`src/hw/rtl/dkec_pkg.sv`:
```
package dkec_pkg;

    // Widths of the byte position, the slice end positions, the length value and the output code
    localparam int unsigned CNT_W   = 32;
    localparam int unsigned POS_W   = 33;
    localparam int unsigned LENV_W  = 32;
    localparam int unsigned CODE_OW = 64;

    // Tag bytes of interest
    localparam logic [7:0] TAG_TICKET     = 8'h6b;
    localparam logic [7:0] TAG_ERROR      = 8'h7e;
    localparam logic [7:0] TAG_SEQUENCE   = 8'h30;
    localparam logic [7:0] TAG_CODE_FIELD = 8'ha6;
    localparam logic [7:0] TAG_INTEGER    = 8'h02;

    // Reply classification
    localparam logic [1:0] KIND_INVALID = 2'd0;
    localparam logic [1:0] KIND_TICKET  = 2'd1;
    localparam logic [1:0] KIND_ERROR   = 2'd2;

    // Parse phases: W = wrapper, S = sequence, F = field, I = integer
    typedef enum logic [3:0] {
        PH_FIRST  = 4'd0,
        PH_W_LEN  = 4'd1,
        PH_W_LENX = 4'd2,
        PH_S_TAG  = 4'd3,
        PH_S_LEN  = 4'd4,
        PH_S_LENX = 4'd5,
        PH_F_TAG  = 4'd6,
        PH_F_LEN  = 4'd7,
        PH_F_LENX = 4'd8,
        PH_F_SKIP = 4'd9,
        PH_I_TAG  = 4'd10,
        PH_I_LEN  = 4'd11,
        PH_I_LENX = 4'd12,
        PH_I_BODY = 4'd13,
        PH_DONE   = 4'd14,
        PH_IDLE   = 4'd15
    } t_phase;

    // One result item
    typedef struct packed {
        logic               code_found;
        logic [1:0]         reply_kind;
        logic [CODE_OW-1:0] err_code;
    } t_result;

endpackage

```
`src/hw/rtl/der_krb_error_code_extractor_top.sv`:
```
// Error-code extractor for DER-encoded Kerberos-style replies. Message bytes
// arrive on the slave stream, tlast marking the final byte; one result
// transfer follows each message, offered from the cycle after its last byte is taken.
// The result gives the reply kind (invalid, ticket reply on first byte 0x6b,
// error reply on 0x7e), whether the error code inside context field [6]
// was found, and that code sign-extended to 64 bits (-1 when not found).
// Throughput is one byte per clock: the whole parse state is updated by a
// single registered step per byte. The input stalls only while a finished
// result sits in the output register and the downstream side is not ready.
module der_krb_error_code_extractor_top #(
    parameter int unsigned MAX_LENGTH_OCTETS = 4,
    parameter int unsigned MAX_INTEGER_BYTES = 8
) (
    input  logic        i_clk,
    input  logic        i_rst_n,
    // slave stream
    input  logic        s_axis_tvalid,
    output logic        s_axis_tready,
    input  logic [7:0]  s_axis_tdata,   // [7:0] data_byte
    input  logic        s_axis_tlast,   // last_byte
    // master stream
    output logic        m_axis_tvalid,
    input  logic        m_axis_tready,
    output logic [63:0] m_axis_tdata,   // [63:0] err_code
    output logic [2:0]  m_axis_tuser    // [1:0] reply_kind, [2] code_found
);
    import dkec_pkg::*;

    logic    in_xfer;
    t_result parse_result;
    logic    r_out_valid, n_out_valid;
    t_result r_out;

    // Output register frees itself when its transfer completes
    assign s_axis_tready = !r_out_valid || m_axis_tready;
    assign in_xfer       = s_axis_tvalid && s_axis_tready;

    dkec_parser #(
        .MAX_LENGTH_OCTETS (MAX_LENGTH_OCTETS),
        .MAX_INTEGER_BYTES (MAX_INTEGER_BYTES)
    ) u_parser (
        .i_clk    (i_clk),
        .i_rst_n  (i_rst_n),
        .i_valid  (in_xfer),
        .i_byte   (s_axis_tdata),
        .i_last   (s_axis_tlast),
        .o_result (parse_result)
    );

    always_comb begin
        n_out_valid = r_out_valid;
        if (in_xfer && s_axis_tlast) begin
            n_out_valid = 1'b1;
        end else if (m_axis_tready) begin
            n_out_valid = 1'b0;
        end
    end

    always_ff @(posedge i_clk) begin
        if (!i_rst_n) begin
            r_out_valid <= 1'b0;
        end else begin
            r_out_valid <= n_out_valid;
        end
    end

    // Result payload
    always_ff @(posedge i_clk) begin
        if (in_xfer && s_axis_tlast) begin
            r_out <= parse_result;
        end
    end

    assign m_axis_tvalid = r_out_valid;
    assign m_axis_tdata  = r_out.err_code;
    assign m_axis_tuser  = {r_out.code_found, r_out.reply_kind};

endmodule

```
`src/hw/rtl/dkec_parser.sv`:
```
module dkec_parser #(
    parameter int unsigned MAX_LENGTH_OCTETS = 4,
    parameter int unsigned MAX_INTEGER_BYTES = 8
) (
    input  logic              i_clk,
    input  logic              i_rst_n,
    input  logic              i_valid,
    input  logic [7:0]        i_byte,
    input  logic              i_last,
    output dkec_pkg::t_result o_result
);
    import dkec_pkg::*;

    localparam int unsigned LEN_W  = 8 * MAX_LENGTH_OCTETS;
    localparam int unsigned OCT_W  = $clog2(MAX_LENGTH_OCTETS + 1);
    localparam int unsigned CODE_W = 8 * MAX_INTEGER_BYTES;

    // Parse state
    t_phase              r_phase,      n_phase,  s_phase;
    logic [CNT_W-1:0]    r_count,      n_count;
    logic [7:0]          r_tag,        n_tag;
    logic [7:0]          r_first_tag,  n_first_tag;
    logic [LEN_W-1:0]    r_len_acc,    n_len_acc;
    logic [OCT_W-1:0]    r_oct_left,   n_oct_left;
    logic [POS_W-1:0]    r_wrap_end,   n_wrap_end;
    logic [POS_W-1:0]    r_seq_end,    n_seq_end;
    logic [POS_W-1:0]    r_field_end,  n_field_end;
    logic [POS_W-1:0]    r_int_end,    n_int_end;
    logic [CODE_W-1:0]   r_code,       n_code;

    // Shared per-byte terms
    logic [POS_W-1:0]    p_ext;
    logic [POS_W-1:0]    p1;
    logic                at_max;
    logic                lvl0;
    logic [POS_W-1:0]    encl_end;
    logic [6:0]          octets;
    logic [LEN_W-1:0]    acc_shift;
    logic [OCT_W-1:0]    oct_dec;
    logic                len_done;
    logic [LENV_W-1:0]   len_val;
    logic [POS_W-1:0]    new_end;
    logic [POS_W-1:0]    total;
    logic [1:0]          kind;
    logic                found;

    assign p_ext     = {1'b0, r_count};
    assign p1        = p_ext + POS_W'(1);
    assign at_max    = &r_count;
    assign lvl0      = (r_phase == PH_W_LEN) || (r_phase == PH_W_LENX);
    assign octets    = i_byte[6:0];
    assign acc_shift = LEN_W'({r_len_acc, i_byte});
    assign oct_dec   = (r_oct_left != '0) ? r_oct_left - OCT_W'(1) : r_oct_left;
    assign total     = p1;

    // End of the slice that encloses the length being read
    always_comb begin
        unique case (r_phase)
            PH_S_LEN, PH_S_LENX: encl_end = r_wrap_end;
            PH_F_LEN, PH_F_LENX: encl_end = r_seq_end;
            default:             encl_end = r_field_end;
        endcase
    end

    // Next state: one byte per transfer
    always_comb begin
        s_phase     = r_phase;
        n_tag       = r_tag;
        n_first_tag = r_first_tag;
        n_len_acc   = r_len_acc;
        n_oct_left  = r_oct_left;
        n_wrap_end  = r_wrap_end;
        n_seq_end   = r_seq_end;
        n_field_end = r_field_end;
        n_int_end   = r_int_end;
        n_code      = r_code;
        len_done    = 1'b0;
        len_val     = LENV_W'(i_byte);
        new_end     = '0;

        if (i_valid) begin
            priority if (r_phase == PH_FIRST) begin
                n_first_tag = i_byte;
                n_tag       = i_byte;
                s_phase     = (i_byte == TAG_ERROR) ? PH_W_LEN : PH_IDLE;
            end else if (at_max && (r_phase != PH_DONE) && (r_phase != PH_IDLE)) begin
                // count saturated mid-parse
                s_phase = PH_IDLE;
            end else begin
                unique case (r_phase)
                    PH_W_LEN, PH_S_LEN, PH_F_LEN, PH_I_LEN: begin
                        if (!lvl0 && (p_ext >= encl_end)) begin
                            s_phase = PH_IDLE;
                        end else if (i_byte[7]) begin
                            // long form: count of length octets
                            if ((octets == '0) || (octets > 7'(MAX_LENGTH_OCTETS)) ||
                                (!lvl0 && (p1 + POS_W'(octets) > encl_end))) begin
                                s_phase = PH_IDLE;
                            end else begin
                                n_len_acc  = '0;
                                n_oct_left = OCT_W'(octets);
                                unique case (r_phase)
                                    PH_W_LEN: s_phase = PH_W_LENX;
                                    PH_S_LEN: s_phase = PH_S_LENX;
                                    PH_F_LEN: s_phase = PH_F_LENX;
                                    default:  s_phase = PH_I_LENX;
                                endcase
                            end
                        end else begin
                            len_done = 1'b1;
                        end
                    end
                    PH_W_LENX, PH_S_LENX, PH_F_LENX, PH_I_LENX: begin
                        n_len_acc  = acc_shift;
                        n_oct_left = oct_dec;
                        len_val    = LENV_W'(acc_shift);
                        len_done   = (oct_dec == '0);
                    end
                    PH_S_TAG: begin
                        if ((p_ext >= r_wrap_end) || (i_byte != TAG_SEQUENCE)) begin
                            s_phase = PH_IDLE;
                        end else begin
                            n_tag   = i_byte;
                            s_phase = PH_S_LEN;
                        end
                    end
                    PH_F_TAG: begin
                        if (p_ext >= r_seq_end) begin
                            s_phase = PH_IDLE;
                        end else begin
                            n_tag   = i_byte;
                            s_phase = PH_F_LEN;
                        end
                    end
                    PH_F_SKIP: begin
                        if (p1 >= r_field_end) begin
                            s_phase = (p1 >= r_seq_end) ? PH_IDLE : PH_F_TAG;
                        end
                    end
                    PH_I_TAG: begin
                        if ((p_ext >= r_field_end) || (i_byte != TAG_INTEGER)) begin
                            s_phase = PH_IDLE;
                        end else begin
                            n_tag   = i_byte;
                            s_phase = PH_I_LEN;
                        end
                    end
                    PH_I_BODY: begin
                        // first content byte carries the sign
                        if (p_ext + POS_W'(r_len_acc) == r_int_end) begin
                            n_code = CODE_W'($signed(i_byte));
                        end else begin
                            n_code = CODE_W'({r_code, i_byte});
                        end
                        if (p1 >= r_int_end) begin
                            s_phase = PH_DONE;
                        end
                    end
                    default: begin
                    end
                endcase
            end

            // A complete length opens the next slice
            new_end = p1 + POS_W'(len_val);
            if (len_done) begin
                if (!lvl0 && (new_end > encl_end)) begin
                    s_phase = PH_IDLE;
                end else begin
                    unique case (r_phase)
                        PH_W_LEN, PH_W_LENX: begin
                            n_wrap_end = new_end;
                            s_phase    = PH_S_TAG;
                        end
                        PH_S_LEN, PH_S_LENX: begin
                            n_seq_end = new_end;
                            s_phase   = (len_val == '0) ? PH_IDLE : PH_F_TAG;
                        end
                        PH_F_LEN, PH_F_LENX: begin
                            n_field_end = new_end;
                            priority if (r_tag == TAG_CODE_FIELD) begin
                                s_phase = (len_val == '0) ? PH_IDLE : PH_I_TAG;
                            end else if (len_val == '0) begin
                                s_phase = (new_end >= r_seq_end) ? PH_IDLE : PH_F_TAG;
                            end else begin
                                s_phase = PH_F_SKIP;
                            end
                        end
                        default: begin
                            n_int_end = new_end;
                            if ((len_val == '0) || (len_val > LENV_W'(MAX_INTEGER_BYTES))) begin
                                s_phase = PH_IDLE;
                            end else begin
                                n_len_acc = LEN_W'(len_val);
                                s_phase   = PH_I_BODY;
                            end
                        end
                    endcase
                end
            end
        end

        // Control state returns to its start after the last byte
        n_phase = r_phase;
        n_count = r_count;
        if (i_valid) begin
            n_phase = i_last ? PH_FIRST : s_phase;
            n_count = i_last ? '0 : (at_max ? r_count : r_count + CNT_W'(1));
        end
    end

    // Result of the message that ends with this byte
    always_comb begin
        priority if (total < POS_W'(2)) begin
            kind = KIND_INVALID;
        end else if (n_first_tag == TAG_TICKET) begin
            kind = KIND_TICKET;
        end else if (n_first_tag == TAG_ERROR) begin
            kind = KIND_ERROR;
        end else begin
            kind = KIND_INVALID;
        end
        found = (kind == KIND_ERROR) && (s_phase == PH_DONE) && (n_wrap_end <= total);
        o_result.reply_kind = kind;
        o_result.code_found = found;
        o_result.err_code   = found ? CODE_OW'($signed(n_code)) : '1;
    end

    // Control registers
    always_ff @(posedge i_clk) begin
        if (!i_rst_n) begin
            r_phase <= PH_FIRST;
            r_count <= '0;
        end else begin
            r_phase <= n_phase;
            r_count <= n_count;
        end
    end

    // Data registers, each written before it is read
    always_ff @(posedge i_clk) begin
        r_tag       <= n_tag;
        r_first_tag <= n_first_tag;
        r_len_acc   <= n_len_acc;
        r_oct_left  <= n_oct_left;
        r_wrap_end  <= n_wrap_end;
        r_seq_end   <= n_seq_end;
        r_field_end <= n_field_end;
        r_int_end   <= n_int_end;
        r_code      <= n_code;
    end

endmodule
```
`config.mk`:
```
export PLATFORM = sky130hd
export DESIGN_NAME = der_krb_error_code_extractor_top
export DESIGN_NICKNAME = d
export VERILOG_FILES = /design/src/hw/rtl/dkec_pkg.sv /design/src/hw/rtl/der_krb_error_code_extractor_top.sv /design/src/hw/rtl/dkec_parser.sv
export SDC_FILE = /design/constraint.sdc
export NUM_CORES = 1
export LEC_CHECK = 0
export BUFFER_PORTS_ARGS = -buffer_cell sky130_fd_sc_hd__buf_2
export CORE_UTILIZATION = 58
export CTS_CLUSTER_SIZE = 40
export DETAILED_ROUTE_END_ITERATION = 16
export GPL_TIMING_DRIVEN = 0
export PLACE_DENSITY_LB_ADDON = 0.05
export SLEW_MARGIN = 0
export SYNTH_ARGS = -nofsm -noshare
export SYNTH_HDL_FRONTEND = slang
export SYNTH_SLANG_ARGS = --single-unit
```
`constraint.sdc`:
```
create_clock -name i_clk -period 8.89 [get_ports i_clk]
set_clock_uncertainty 0.1 [all_clocks]
set_input_delay 1.778 -clock i_clk [delete_from_list [all_inputs] [get_ports i_clk]]
set_output_delay 1.778 -clock i_clk [all_outputs]
set_load 0.02 [all_outputs]
```
Word level (Yosys, flattened, before mapping)
Cells that the tools add are included.
Widths: inputs -> output; s select.
Word-level totals
  bits in registers: 351
  bits in latches: 0
  RAM bits: 0
  bits in read-only memories: 0
  input bits: 13
  memories kept: 0
Cells by class
  $add $sub $neg: 6
  $mul: 0
  div/mod/pow operators: 0
  magnitude comparators: 14
  equal/unequal tests: 32
  shift-type cells: 0
  multiplexer cells: 75
  bitwise gates (word level): 4
  reduce and logical (&&, ||, !) cells: 39
Operators with widths (number)
  $mux 32: 15
  $mux 64: 5
  $ge 32x33->1: 4
  $ge 33x33->1: 4
  $mux 33: 4
  $mux 4: 19
  $gt 33x33->1: 2
  $pmux 33 s2: 1
  $pmux 32 s2: 1
  $mux 8: 7
  $add 32x1->33 const B: 1
  $add 32x32->33: 1
  $add 33x32->33: 1
  $add 33x7->33: 1
  $eq 33x33->1: 1
  $le 33x33->1: 1
  $lt 33x2->1 const B: 1
  $add 32x1->32 const B: 1
  $gt 32x4->1 const B: 1
  $logic_not 32->1: 1
  $reduce_and 32->1: 1
  $eq 4x4->1 const B: 7
  $eq 8x7->1 const B: 3
  $pmux 4 s3: 2
  other kinds (37): 85

Longest topological paths before layout
  word-level depth: 18
  depth in mapped cells: 35
  depth with buffers taken out: 30

Modules after synthesis
A second synthesis with hierarchy kept.
Unflattened totals
  cell total of the unflattened synthesis: 3029
  area total of the unflattened synthesis: 27373.8 um^2
By module, submodules not included
  dkec_parser: times used 1, cells each 2956, area an instance 25290.5 um^2
  der_krb_error_code_extractor_top: times used 1, cells each 73, area an instance 2083.2 um^2

Least setup slack after synthesis
OpenSTA, ideal clock, no wires.
  path type: register to register
  from: register u_parser.r_count[1]
  to: register u_parser.r_int_end[0] (enable)
  arrival time: 8.005 ns
  data required time: 8.326 ns
  slack: 0.321 ns
  cell stages (with the launch flop): 30
  path buffers: 3
  clock period less this slack: 8.569 ns
  cell sequence: dfxtp_1 > ha_1 > nand4_1 > nor2_1 > nand4b_1 > nand2_1 > nor2_1 > clkbuf_1 > clkbuf_1 > and2_1 > ha_1 > clkbuf_1 > a21o_1 > a21oi_1 > o21ai_0 > o2111ai_1 > a21bo_2 > a31o_2 > a21oi_1 > a21oi_1 > o21ai_0 > xor2_1 > ha_1 > a21o_1 > a21o_1 > a21oi_1 > o21ai_0 > o21ai_0 > nand3b_1 > nor3_1
On the way
  longest elaborated chain between the ends: 11
Ends and longest elaborated chain
  start, declared: line dkec_parser.sv:20  | logic [CNT_W-1:0] r_count, n_count;
  start signal, assigned: line dkec_parser.sv:236  | r_count <= n_count;
  branches (longest 10 deep; another with $add 32x1->33)
  $reduce_and 4->1 (no line) *
  end signal, assigned: line dkec_parser.sv:249  | r_int_end <= n_int_end;
  end, declared: line dkec_parser.sv:28  | logic [POS_W-1:0] r_int_end, n_int_end;
Every way passes the cells marked *. The select of a mux whose other input is x is not followed.
A chain may end at the register's enable or synchronous reset.

Final worst setup path
  from: register u_parser.r_phase[1]
  to: register r_out, in the netlist m_axis_tdata[31] (data pin)
RTL lines
  start, declared: line dkec_parser.sv:19  | t_phase r_phase, n_phase, s_phase;
  start signal, assigned: line dkec_parser.sv:235  | r_phase <= n_phase;
  $eq 4x4->1 (tied with other cells): line dkec_parser.sv:90  | unique case (r_phase)
  $reduce_or 4->1 (tied with other cells): line dkec_parser.sv:90
  $mux 32 (tied with other cells): line dkec_parser.sv:90
  $mux 32 or $ge 32x33->1 (tied branches): line dkec_parser.sv:86, dkec_parser.sv:92
  $mux 32 or $logic_and 1x1->1 (tied branches): line dkec_parser.sv:82, dkec_parser.sv:92
  $mux 32 or $mux 1 (tied branches): line dkec_parser.sv:81, dkec_parser.sv:92
  $add 33x32->33 or $pmux 1 s2 (tied branches): line dkec_parser.sv:165, dkec_parser.sv:90
  $gt 33x33->1 or $mux 1 (tied branches): line dkec_parser.sv:167, dkec_parser.sv:86
  $logic_and 1x1->1 or $mux 1 (tied branches): line dkec_parser.sv:167, dkec_parser.sv:82
  $mux 33 or $mux 1 (tied branches): line dkec_parser.sv:167, dkec_parser.sv:81
  $mux 33 *: line dkec_parser.sv:166  | if (len_done) begin
  $mux 33 *: line dkec_parser.sv:81  | if (i_valid) begin
  named net u_parser.n_wrap_end[22]: line dkec_parser.sv:25  | logic [POS_W-1:0] r_wrap_end, n_wrap_end;
  $le 33x33->1 *: line dkec_parser.sv:223  | found = (kind == KIND_ERROR) && (s_phase == PH_DONE) && (n_wrap_end <= total);
  $logic_and 1x1->1 *: line dkec_parser.sv:223
  end signal, assigned: line der_krb_error_code_extractor_top.sv:70  | r_out <= parse_result;
  end, declared: line der_krb_error_code_extractor_top.sv:32  | t_result r_out;
The timed path passes the listed nets; every way through them passes the cells marked *. The select of a mux whose other input is x is not followed.

==> run summary <==
post-DR vias/cell - 6.96
Comb pwr share - 25.2%
layout cells sized above 1 - 12.4%
Yosys top cell area share - 22.5%
Sink Count - 351
DRT antenna net count - 0
Period minus WS final - 8.88 ns
pre-CTS setup slack - -3.10 ns
Main synth FF type - edfxtp_1
Max Fclk - 0.113 GHz
nets - 3618
first-pass GRT wire length - 159000 um
Slowest-stage cell, CP - maj3_1
max incr delay on CP - 0.45 ns
mux cell area share after synthesis - 0.882%
R2R Path Start - u_parser.r_phase[1]$_SDFFE_PN0P_
vias in the first global route - 25564
Hold WC Path Type - reg -> reg
PortBufs - 81
Routed WL - 109000 um
Post-synth EDFFs - 209
Clock H-tree levels - 2
sequential power share - 39.3%
Power Density - 158 nW/um^2
Yosys top cell by area - edfxtp_1
routability cong. - 1.05
Tot GR Track Use - 43.3%
antenna violations before repair - 2
Skew-Pair Late Insertion Delay - 0.61 ns
Worst Path Buf+Inv - 6
Yosys cell types - 95
Sw Pwr - 1.67 mW
synthesis-to-finish area growth - 12.9%
hold path startpoint - u_parser.r_first_tag[7]$_DFF_P_
CP max FO - 19
routed vias - 26697
Core Box Area - 47600 sq um
Post-Syn Area - 27900 sq um
Pleak - 13.5 nW
outcome - finished, violations left
Critical Path RT - 9.22 ns
Final Hold Fails - 0
Hold Slack - 0.379 ns
critical path arrival - 9.21 ns
synth top area cells - edfxtp_1 22%, ha_1 19%, dfxtp_1 10%
initial core utilization - 58.6%
Worst IR Drop VDD - 0.165 mV
Mapped Nets - 3462
largest family of logic cells by synthesized area - compound AO/OA/AOI/OAI gates
total CTS buffers - 43
post-route worst setup slack - 0.00854 ns
CP top delay family - simple AND/OR/NAND/NOR gates
DR iter-0 viols - 3480
largest net degree at the start of global routing - 50
Seq cells post-synth - 351
CTS root buf - clkbuf_16
Rows - 80
max-capacitance violation count - 1
Pint - 3.31 mW
failing checks - max-capacitance violations
Post-Synth Simple-Gate Area - 18.4%
CP Capture Type - flop
Setup Crit Path Kind - reg -> reg
cts hold-fix bufs - 0
DP HPWL - 83700 um
Startpoint Class - flop
crit path launch - u_parser.r_phase[1]$_SDFFE_PN0P_
I/O Pins - 82
most numerous cell in the Yosys netlist - ha_1
die width - 221 um
FFs w/ async S/R, synth - 0%
XOR/XNOR Fraction of Synth Area - 4.31%
Synth Area in Adders - 19.0%
register area share after synthesis - 32.6%
switching share of power - 33.5%
Synth Area in Compound Gates - 20.0%
gr ovfl total - 0
clock power share - 35.5%
deepest clock path buffer count - 3
die area - 49100 sq um
fin. max-slew vios - 0
Commonest cells post-synth - 419 x ha_1, 217 x a21oi_1, 209 x edfxtp_1
final setup fails - 0
Mapped Cells - 3028
CTS tree - yes
Die Span Y - 221 um
DR pass1 iterations - 6
Ys Warns - 0
worst-margin pin slew - 1.47 ns
Finished Core Util - 66.2%
wire length per cell - 28.4 um
Slew headroom - 1.44%
Tcrit/Tclk final - 99.9%
# DRC - 0
clk slew on worst S/H paths - 0.06 ns
Mean Syn Cell Area - 9.23 sq um
==> power by group through the flow <==
stage / clock network [mW] / registers, mW / logic [mW]
6_report: 1.77 / 1.96 / 1.25
5_1_grt: 1.82 / 1.96 / 1.36
4_1_cts: 1.76 / 1.95 / 1.19
3_5_place_dp: 0 / 1.98 / 1.15
3_3_place_gp: 0 / 1.98 / 1.10
2_1_floorplan: 0 / 1.95 / 0.800
==> timing repair <==
item | 4_1_cts | 5_1_grt
pin swaps | 9 | 11
setup endpoints to repair | 203 | 192
gates cloned | 0 | 1
resized for setup | 98 | 93
setup buffers | 13 | 10
==> routing by layer <==
| layer | wire length, um | vias to the layer above | global-route usage (%) |
|---|---|---|---|
| met2 | 47100 | 1679 | 66.2 |
| li1 | - | 11784 | - |
| met1 | 41000 | 12808 | 54.5 |
| met4 | 7370 | 2 | 26.0 |
| met3 | 13300 | 424 | 12.1 |
| met5 | 13 | - | 0 |
==> cell type report <==
type | instances | area [sq um]
Timing Repair Buffer | 113 | 713
Multi-Input combinational cell | 2348 | 18100
Sequential cell | 351 | 9160
Antenna cell | 1 | 2.50
Clock buffer | 65 | 1240
Tap cell | 615 | 769
Clock inverter | 15 | 145
Inverter | 205 | 771
Fill cell | 3842 | 16100
Buffer | 122 | 629
==> worst register-to-register path: cells and delay by family, from the launching register on <==
family | cells | cell delay [ns]
AOI/OAI and AO/OA | 9 | 2.08
xor gates and xnor gates | 1 | 0.28
adders and majority gates | 3 | 1.09
buffers and inverters | 6 | 1.25
DFF | 1 | 0.36
muxes | 1 | 0.35
and+or+nand+nor | 15 | 3.17
==> stage by stage <==
stage | instances | TNS [ns] | power, mW | cell area, sq um
4_1_cts | 3824 | 0 | 4.90 | 31100
2_1_floorplan | 3028 | 0 | 2.75 | 27900
3_3_place_gp | 3724 | -678.46 | 3.09 | 29100
6_report | 3835 | 0 | 4.98 | 31500
3_5_place_dp | 3732 | -453.96 | 3.13 | 29300
5_1_grt | 3834 | -0.437 | 5.14 | 31500
==> cells by family (layout without fill, tap and decap cells) <==
family                   after synthesis  count (layout)
AND/OR/NAND/NOR                      936             936
AO/OA/AOI/OAI                        831             831
adder cells (fa/ha/maj)              423             423
flip-flops                           351             351
buffers and inverters                329             520
XOR/XNOR                             135             135
multiplexers                          23              23
other                                  0               1
==> worst paths after layout <==
path                                                        end  slack (ns)  depth (start not counted)
worst min-delay path            u_parser.r_first_tag[7]$_DFF_P_        0.38                          2
worst min register to register  u_parser.r_first_tag[7]$_DFF_P_        0.38                          2
worst max register to register   m_axis_tdata[31]$_SDFFCE_PN1P_       0.009                         35
worst max-delay path             m_axis_tdata[31]$_SDFFCE_PN1P_       0.009                         35
==> sequential cells by signal, indices dropped and copies added, names as in the netlist <==
| name | cells |
|---|---|
| m_axis_tdata | 64 |
| m_axis_tuser | 3 |
| m_axis_tvalid | 1 |
| u_parser.r_code | 64 |
| u_parser.r_count | 32 |
| u_parser.r_field_end | 33 |
| u_parser.r_first_tag | 8 |
| u_parser.r_int_end | 33 |
| u_parser.r_len_acc | 32 |
| u_parser.r_oct_left | 3 |
| u_parser.r_phase | 4 |
| u_parser.r_seq_end | 33 |
| u_parser.r_tag | 8 |
| u_parser.r_wrap_end | 33 |
==> layout by cell type, fill, tap and decap left out, types with 101 or more instances in the layout <==
cell type,count
inv_1,202
ha_1,419
buf_2,107
edfxtp_1,209
a21o_1,101
dfxtp_1,116
nand2_1,201
o21ai_0,154
nor2_1,135
nand4_1,101
a21oi_1,205
No activity file was read; power rests on OpenSTA's default activity.
